[config.mk]
export PLATFORM = sky130hd
export DESIGN_NAME = epoch_seconds_calendar_converter_top
export DESIGN_NICKNAME = d
export VERILOG_FILES = /design/src/hdl/escc_pkg.sv /design/src/hdl/epoch_seconds_calendar_converter_top.sv /design/src/hdl/escc_datapath.sv /design/src/hdl/escc_ctrl.sv
export SDC_FILE = /design/constraint.sdc
export NUM_CORES = 2
export LEC_CHECK = 0
export ABC_AREA = 1
export BUFFER_PORTS_ARGS = -buffer_cell sky130_fd_sc_hd__buf_4
export CAP_MARGIN = 20
export CORE_ASPECT_RATIO = 1.25
export CORE_MARGIN = 2
export CORE_UTILIZATION = 50
export DETAILED_ROUTE_END_ITERATION = 8
export GPL_TIMING_DRIVEN = 0
export PLACE_DENSITY = 0.68
export SETUP_SLACK_MARGIN = 0.02
export SLEW_MARGIN = 20
export SYNTH_ARGS = -nofsm -noshare
export SYNTH_HDL_FRONTEND = slang
export SYNTH_SLANG_ARGS = --single-unit
[constraint.sdc]
create_clock -name clk -period 7.89 [get_ports clk]
set_input_delay 0.789 -clock clk [delete_from_list [all_inputs] [get_ports clk]]
set_output_delay 0.789 -clock clk [all_outputs]
set_load 0.01 [all_outputs]
[src/hdl/escc_pkg.sv]
package escc_pkg;
	localparam int RELOAD_W = 20;
	localparam logic [RELOAD_W-1:0] RELOAD_RESET = 20'd32767;
	localparam logic [11:0] EPOCH_YEAR = 12'd1970;
	localparam logic [11:0] LAST_SET_YEAR = 12'd2099;
	localparam logic [1:0] ST_OK = 2'd0;
	localparam logic [1:0] ST_BAD_YEAR = 2'd1;
	localparam logic [1:0] ST_BAD_MONTH = 2'd2;

	typedef struct packed {
		logic        func;
		logic [11:0] year;
		logic [3:0]  month;
		logic [4:0]  day;
		logic [4:0]  hour;
		logic [5:0]  minute;
		logic [5:0]  second;
		logic [31:0] seconds;
		logic [19:0] divider;
	} in_word_t;

	typedef struct packed {
		logic [1:0]  status;
		logic [31:0] seconds;
		logic [11:0] year;
		logic [3:0]  month;
		logic [4:0]  day;
		logic [4:0]  hour;
		logic [5:0]  minute;
		logic [5:0]  second;
		logic [9:0]  msec;
	} out_word_t;

	// controller -> datapath
	typedef struct packed {
		logic load;
		logic step;
	} dp_cmd_t;

	// datapath -> controller
	typedef struct packed {
		logic done;
	} dp_sts_t;

	// years walked by the datapath stay within 1970..2106, where the only
	// century years are 2000 (leap) and 2100 (not leap)
	function automatic logic is_leap(input logic [11:0] y);
		is_leap = (y[1:0] == 2'd0) && (y != 12'd2100);
	endfunction

	function automatic logic [4:0] month_days(input logic [3:0] m, input logic leap);
		case (m)
			4'd1: month_days = leap ? 5'd29 : 5'd28;
			4'd3, 4'd5, 4'd8, 4'd10: month_days = 5'd30;
			default: month_days = 5'd31;
		endcase
	endfunction
endpackage

[src/hdl/epoch_seconds_calendar_converter_top.sv]
// channel | dir | payload
// s_*     | in  | tdata: func,year_in,month_in,day_in,hour_in,minute_in,
//         |     |        second_in,seconds_in,divider_in
// m_*     | out | tdata: status,seconds_out,year_out,month_out,day_out,hour_out,minute_out,
//         |     |        second_out,millisecond_out
// apb     | in  | prescaler_reload at 0x0
// Mode 0: seconds are summed year by year, then month by month; a reject skips both loops.
// Mode 1: day split, time of day, years, months, then the millisecond divide.
// The year loop is the longest phase; s_tready returns once the result is loaded out.
// One word at a time; a result held by m_tready stalls the controller until the output
// register frees, then the output register holds it while the next word is taken.
// arst_n clears control and sets the reload register to 32767.
module epoch_seconds_calendar_converter_top import escc_pkg::*; (
	input  logic         clk,
	input  logic         arst_n,
	input  logic         s_tvalid,
	output logic         s_tready,
	input  logic [95:0]  s_tdata, // func,year,month,day,hour,minute,second,seconds,divider
	output logic         m_tvalid,
	input  logic         m_tready,
	output logic [87:0]  m_tdata, // status,seconds,year,month,day,hour,minute,second,ms
	input  logic         psel,
	input  logic         penable,
	input  logic         pwrite,
	input  logic [1:0]   paddr,
	input  logic [31:0]  pwdata,
	output logic [31:0]  prdata,
	output logic         pready
);
	logic [RELOAD_W-1:0] reload_q;
	in_word_t  din;
	out_word_t dout, out_q;
	dp_cmd_t   cmd;
	dp_sts_t   sts;
	logic busy, out_load, in_fire, out_free;

	assign din.func = s_tdata[0];
	assign din.year = s_tdata[12:1];
	assign din.month = s_tdata[16:13];
	assign din.day = s_tdata[21:17];
	assign din.hour = s_tdata[26:22];
	assign din.minute = s_tdata[32:27];
	assign din.second = s_tdata[38:33];
	assign din.seconds = s_tdata[70:39];
	assign din.divider = s_tdata[90:71];

	assign pready = 1'b1;
	assign prdata = (paddr == 2'd0) ? {12'd0, reload_q} : 32'd0;
	always_ff @(posedge clk or negedge arst_n) begin
		if (!arst_n) reload_q <= RELOAD_RESET;
		else if (psel && penable && pwrite && paddr == 2'd0) reload_q <= pwdata[19:0];
	end

	assign s_tready = !busy;
	assign in_fire = s_tvalid && s_tready;
	assign out_free = !m_tvalid || m_tready;

	escc_ctrl u_ctrl (.clk, .arst_n, .in_fire, .out_free, .busy, .out_load, .cmd, .sts);
	escc_datapath u_dp (.clk, .cmd, .din, .reload(reload_q), .sts, .dout);

	always_ff @(posedge clk or negedge arst_n) begin
		if (!arst_n) m_tvalid <= 1'b0;
		else if (out_load) m_tvalid <= 1'b1;
		else if (m_tready) m_tvalid <= 1'b0;
	end
	always_ff @(posedge clk) begin
		if (out_load) out_q <= dout;
	end

	assign m_tdata = {6'd0, out_q.msec, out_q.second, out_q.minute, out_q.hour, out_q.day,
		out_q.month, out_q.year, out_q.seconds, out_q.status};
endmodule

[src/hdl/escc_datapath.sv]
module escc_datapath import escc_pkg::*; (
	input  logic                clk,
	input  dp_cmd_t             cmd,
	input  in_word_t            din,
	input  logic [RELOAD_W-1:0] reload,
	output dp_sts_t             sts,
	output out_word_t           dout
);
	// phases: 0 day split, 1 time of day, 2 years, 3 months, 4 ms divide, 5 finish
	localparam logic [2:0] PH_DIV = 3'd0, PH_TOD = 3'd1, PH_YEAR = 3'd2, PH_MON = 3'd3,
		PH_MS = 3'd4, PH_END = 3'd5;

	logic [2:0]  ph_q;
	logic        func_q;
	logic [31:0] acc_q;     // mode 0 seconds sum, mode 1 seconds then remainder
	logic [31:0] quo_q;     // day count
	logic [5:0]  cnt_q;
	logic [11:0] year_q;
	logic [11:0] din_year_q;
	logic [3:0]  mon_q;
	logic [3:0]  mtgt_q;
	logic [1:0]  st_q;
	logic [30:0] msn_q;     // ms numerator
	logic [9:0]  msq_q;
	logic [30:0] msr_q;
	logic [4:0]  hr_q;
	logic [5:0]  min_q;
	logic [5:0]  sec_q;
	logic        done_q;
	logic        leap_y;
	logic [30:0] msh;
	logic [50:0] dq_mul;
	logic [25:0] hr_mul;
	logic [19:0] mn_mul;

	assign leap_y = is_leap(year_q);
	assign msh = {msr_q[29:0], msn_q[30]};
	// reciprocal products: days = (s>>7)/675, hours = (r>>4)/225, minutes = (r>>2)/15
	assign dq_mul = 51'(acc_q[31:7]) * 51'd50903317;
	assign hr_mul = 26'(acc_q[16:4]) * 26'd4661;
	assign mn_mul = 20'(acc_q[11:2]) * 20'd1093;

	always_ff @(posedge clk) begin
		done_q <= cmd.step && (ph_q == PH_END);
		if (cmd.load) begin
			func_q <= din.func;
			year_q <= EPOCH_YEAR;
			din_year_q <= din.year;
			mon_q <= 4'd0;
			mtgt_q <= din.month - 4'd1;
			cnt_q <= 6'd0;
			msq_q <= 10'd0;
			msr_q <= 31'd0;
			hr_q <= 5'd0;
			min_q <= 6'd0;
			sec_q <= 6'd0;
			quo_q <= 32'd0;
			if (din.func) begin
				acc_q <= din.seconds;
				ph_q <= PH_DIV;
				st_q <= ST_OK;
				if (reload == '0 || din.divider > reload) msn_q <= 31'd0;
				else msn_q <= 31'(reload - din.divider) * 31'd1000;
			end else begin
				acc_q <= 32'(din.day) * 32'd86400 - 32'd86400 + 32'(din.hour) * 32'd3600
					+ 32'(din.minute) * 32'd60 + 32'(din.second);
				msn_q <= 31'd0;
				if (din.year < EPOCH_YEAR || din.year > LAST_SET_YEAR) begin
					st_q <= ST_BAD_YEAR;
					ph_q <= PH_END;
				end else if (din.month < 4'd1 || din.month > 4'd12) begin
					st_q <= ST_BAD_MONTH;
					ph_q <= PH_END;
				end else begin
					st_q <= ST_OK;
					ph_q <= PH_YEAR;
				end
			end
		end else if (cmd.step) begin
			case (ph_q)
				PH_DIV: begin
					// quotient first, remainder on the next step
					if (cnt_q == 6'd0) begin
						quo_q <= 32'(dq_mul[50:35]);
						cnt_q <= 6'd1;
					end else begin
						acc_q <= acc_q - 32'(quo_q[15:0]) * 32'd86400;
						cnt_q <= 6'd0;
						ph_q <= PH_TOD;
					end
				end
				PH_TOD: begin
					if (cnt_q == 6'd0) begin
						hr_q <= hr_mul[24:20];
					end else if (cnt_q == 6'd1) begin
						acc_q <= acc_q - 32'(hr_q) * 32'd3600;
					end else if (cnt_q == 6'd2) begin
						min_q <= mn_mul[19:14];
					end else begin
						sec_q <= 6'(acc_q[11:0] - 12'(min_q) * 12'd60);
						ph_q <= PH_YEAR;
					end
					cnt_q <= (cnt_q == 6'd3) ? 6'd0 : cnt_q + 6'd1;
				end
				PH_YEAR: begin
					if (func_q) begin
						if (quo_q < (leap_y ? 32'd366 : 32'd365)) begin
							ph_q <= PH_MON;
						end else begin
							quo_q <= quo_q - (leap_y ? 32'd366 : 32'd365);
							year_q <= year_q + 12'd1;
						end
					end else begin
						if (year_q == din_year_q) begin
							ph_q <= PH_MON;
						end else begin
							acc_q <= acc_q + (leap_y ? 32'd31622400 : 32'd31536000);
							year_q <= year_q + 12'd1;
						end
					end
				end
				PH_MON: begin
					if (func_q) begin
						if (mon_q == 4'd11 || quo_q < 32'(month_days(mon_q, leap_y))) begin
							ph_q <= PH_MS;
							cnt_q <= 6'd0;
						end else begin
							quo_q <= quo_q - 32'(month_days(mon_q, leap_y));
							mon_q <= mon_q + 4'd1;
						end
					end else begin
						if (mon_q == mtgt_q) begin
							ph_q <= PH_END;
						end else begin
							acc_q <= acc_q + 32'(month_days(mon_q, leap_y)) * 32'd86400;
							mon_q <= mon_q + 4'd1;
						end
					end
				end
				PH_MS: begin
					// quotient under 1024: ten restoring steps after skipping 21 leading bits
					if (cnt_q < 6'd21) begin
						msr_q <= msh;
					end else if (reload != '0 && {1'b0, msh} >= {12'd0, reload}) begin
						msr_q <= msh - 31'(reload);
						msq_q <= {msq_q[8:0], 1'b1};
					end else begin
						msr_q <= msh;
						msq_q <= {msq_q[8:0], 1'b0};
					end
					msn_q <= {msn_q[29:0], 1'b0};
					cnt_q <= cnt_q + 6'd1;
					if (cnt_q == 6'd30) ph_q <= PH_END;
				end
				default: begin
					ph_q <= PH_END;
				end
			endcase
		end
	end

	assign sts.done = done_q;
	always_comb begin
		dout = '0;
		if (func_q) begin
			dout.year = year_q;
			dout.month = mon_q + 4'd1;
			dout.day = 5'(quo_q) + 5'd1;
			dout.hour = hr_q;
			dout.minute = min_q;
			dout.second = sec_q;
			dout.msec = msq_q;
		end else begin
			dout.status = st_q;
			dout.seconds = (st_q == ST_OK) ? acc_q : 32'd0;
		end
	end
endmodule

[src/hdl/escc_ctrl.sv]
module escc_ctrl import escc_pkg::*; (
	input  logic    clk,
	input  logic    arst_n,
	input  logic    in_fire,
	input  logic    out_free,
	output logic    busy,
	output logic    out_load,
	output dp_cmd_t cmd,
	input  dp_sts_t sts
);
	localparam logic [1:0] S_IDLE = 2'd0, S_RUN = 2'd1, S_WAIT = 2'd2;
	logic [1:0] state_q;

	assign busy = (state_q != S_IDLE);
	assign cmd.load = in_fire;
	assign cmd.step = (state_q == S_RUN);
	assign out_load = (state_q == S_WAIT) && out_free;

	always_ff @(posedge clk or negedge arst_n) begin
		if (!arst_n) begin
			state_q <= S_IDLE;
		end else begin
			case (state_q)
				S_IDLE: if (in_fire) state_q <= S_RUN;
				S_RUN: if (sts.done) state_q <= S_WAIT;
				S_WAIT: if (out_free) state_q <= S_IDLE;
				default: state_q <= S_IDLE;
			endcase
		end
	end
endmodule
==> reports/metrics.cfg <==
[critical_path]
slowest_delay_ns = 0.56
cp_common_cell = fa_1
end_kind = flip-flop
criticalPathCategory = reg -> reg
worstPathArrival_ns = 7.68
cp_slowest_cell = xor2_1
critPathRequiredTime_ns = 8.18
cp_max_fo = 6
cp-start-kind = flip-flop

[global_route]
antenna_found_initial = 6
grt_usage_pct = 29.8
grt_remaining_overflow = 0
grt_pass1_vias = 37200
grt_pass1_wl_um = 202000
grt_max_degree = 32

[route]
drt_iter0_drc = 2135
drc_errors = 0
viasPerCell = 5.46
routed_wl_um = 131000
vias = 36700
drtPass1Iterations = 6
avgRoutedWirePerCell_um = 19.4
ant_nets = 0

[timing]
max_slew_margin_pct = 24.4
finalMaxSlewViolations = 0
fin_crit_sh_pct = 93.7
tns_ns = 0
fin_crit_ns = 7.39
worst_pin_slew_ns = 1.13
fmax_mhz = 135
fin_skew_ns = 0.0436
finalSetupViolCount = 0
hold_viol = 0
rsz0062_at_grt = true

[yosys]
postSynthCellCount = 5319
yosys_warnings = 0
synth_edf_count = 164
synth_cell_types = 70
ys_ff_latch = 299
synthFlopType = edfxtp_1
ys_async_sr_fraction_pct = 7.69
synth_area_sq_mm = 0.0426
syn_avg_cell_area_sq_um = 8.01
yosysSeqAreaShare_pct = 18.2

[cts]
clk_pin_slew_ns = 0.07
clk_latency_ns = 0.60
cts_root_buf = clkbuf_16
numClockSinks = 299
clockBufferDepth = 3
post_cts_buffers = 0
cts_buffers = 37
htreeDepth = 2
cts_tree = done

[placed_design]
hpwl_um = 109000
placedCellCount = 6653
port_buffers = 223
gp_congestion = 1.01

[floorplanning]
placementRows = 119
die_width_um = 265
die_y_um = 330
fp.coreArea_sq_mm = 0.0843
initial_core_util_pct = 50.6
pin_count = 260
dieArea_sq_mm = 0.0876

[layout]
fill_cells = 8066
multi_input_area_sq_mm = 0.0306
register_area_sq_mm = 0.00776
layout.nets = 6853
area_growth_pct = 10.6
final_cell_mix = 1,007 x inv_1, 806 x nand2_1, 749 x ha_1
mostFrequentLayoutCell = inv_1
stdcell_count = 6726
drive_above_1_share_pct = 7.86

[worst_hold_path]
hold_class = in -> async

[flow_run]
maxCapViolCount = 0

[outcome]
outcome = finished clean

what timing repair did:
action	CTS	global route
endpoints found under the setup margin	0	3
hold buffers	0	0
resized for setup	0	5
logic make-up after synthesis:
group                      after synthesis  synth area share, %
muxes                                    1               0.0235
buffers and inverters                 1122                 10.1
AOI/OAI and AO/OA                      925                 12.0
other                                    2               0.0176
adders and majority gates             1110                 39.0
DFF                                    299                 18.2
and+or+nand+nor                       1684                 17.0
xor gates and xnor gates               176                 3.70
routing by layer:
metal  GRT usage [%]  share of wire [%]  up-vias  routed length, um
li1                -                  -    18000                  -
met1            33.4                 38    17400              50100
met2            53.9                 50     1030              65300
met3            3.56                4.6      357               6050
met4            18.6                7.1        8               9280
met5               0              0.042        -                 55
through the flow:
step                instance area, sq um  setup WS, ns  utilization (%)  hold WS [ns]
floorplan                          42700          1.51                -         0.424
global placement                   45700         0.145             54.2         0.463
detailed placement                 45800         0.114             54.4         0.469
CTS                                47100         0.337             55.9        0.0659
global route                       47100        0.0130             55.9        0.0871
finish                             47100         0.499             55.9        0.0769
worst max-delay path: cells and delay by family, from the launching register on:
kind            cells  cell delay (ns)
xor+xnor            1             0.56
simple gates        6             0.43
buf+inv             4             0.48
fa+ha+maj           7             2.96
compound gates     10             2.26
flops               1             0.38
flip-flops by register name, indices dropped and copies added, names as in the netlist, 2 cells and up:
signal and count:
u_dp.sec_q 6, reload_q 20, u_dp.mtgt_q 4, u_dp.din_year_q 12, u_dp.msr_q 30, u_dp.quo_q 32
u_dp.ph_q 3, u_dp.msq_q 10, u_dp.st_q 2, m_tdata 82, u_dp.msn_q 28, u_ctrl.state_q 2
u_dp.hr_q 5, u_dp.mon_q 4, u_dp.min_q 6, u_dp.acc_q 32, u_dp.year_q 12, u_dp.cnt_q 6
cells in the mapped netlist, drive strengths merged (55+ instances only):
cell type,count,area share [%]
xor2,96,2.1
clkbuf,55,0.48
xnor2,80,1.6
nor3,69,0.88
a21oi,373,4.5
nand2,826,7.4
nand4,55,0.81
inv,1025,9.0
nor2,470,4.4
fa,361,17
dfxtp,112,5.3
nand3,187,2.3
edfxtp,164,12
ha,749,22
o21ai,360,4.2
path summary, 6_finish.rpt:
path	start	to	slack (ns)	depth (start not counted)
worst max-delay path	reload_q[0]$_DFFE_PN1P_	u_dp.msn_q[30]$_DFFE_PP_	0.50	28
worst min-delay path	arst_n	reload_q[15]$_DFFE_PN0P_	0.08	1
worst max register to register	reload_q[0]$_DFFE_PN1P_	u_dp.msn_q[30]$_DFFE_PP_	0.50	28
worst min register to register	u_dp.sec_q[4]$_SDFFE_PP0P_	u_dp.sec_q[4]$_SDFFE_PP0P_	0.48	2
max in group asynchronous	arst_n	reload_q[10]$_DFFE_PN1P_	7.52	1
min in group clk	s_tdata[1]	u_dp.din_year_q[0]$_DFFE_PP_	0.37	1
cell type report:
class,count,share of cell area [%]
Multi-Input combinational cell,3915,65.0
Buffer,94,0.969
Timing Repair Buffer,231,3.87
Tap cell,1089,2.89
Inverter,1028,8.19
Clock inverter,24,0.592
Clock buffer,44,2.02
Antenna cell,2,0.0106
Sequential cell,299,16.5
Power is not shown: default switching activity piles up to over one toggle a cycle in this logic, so the estimate is an artifact.
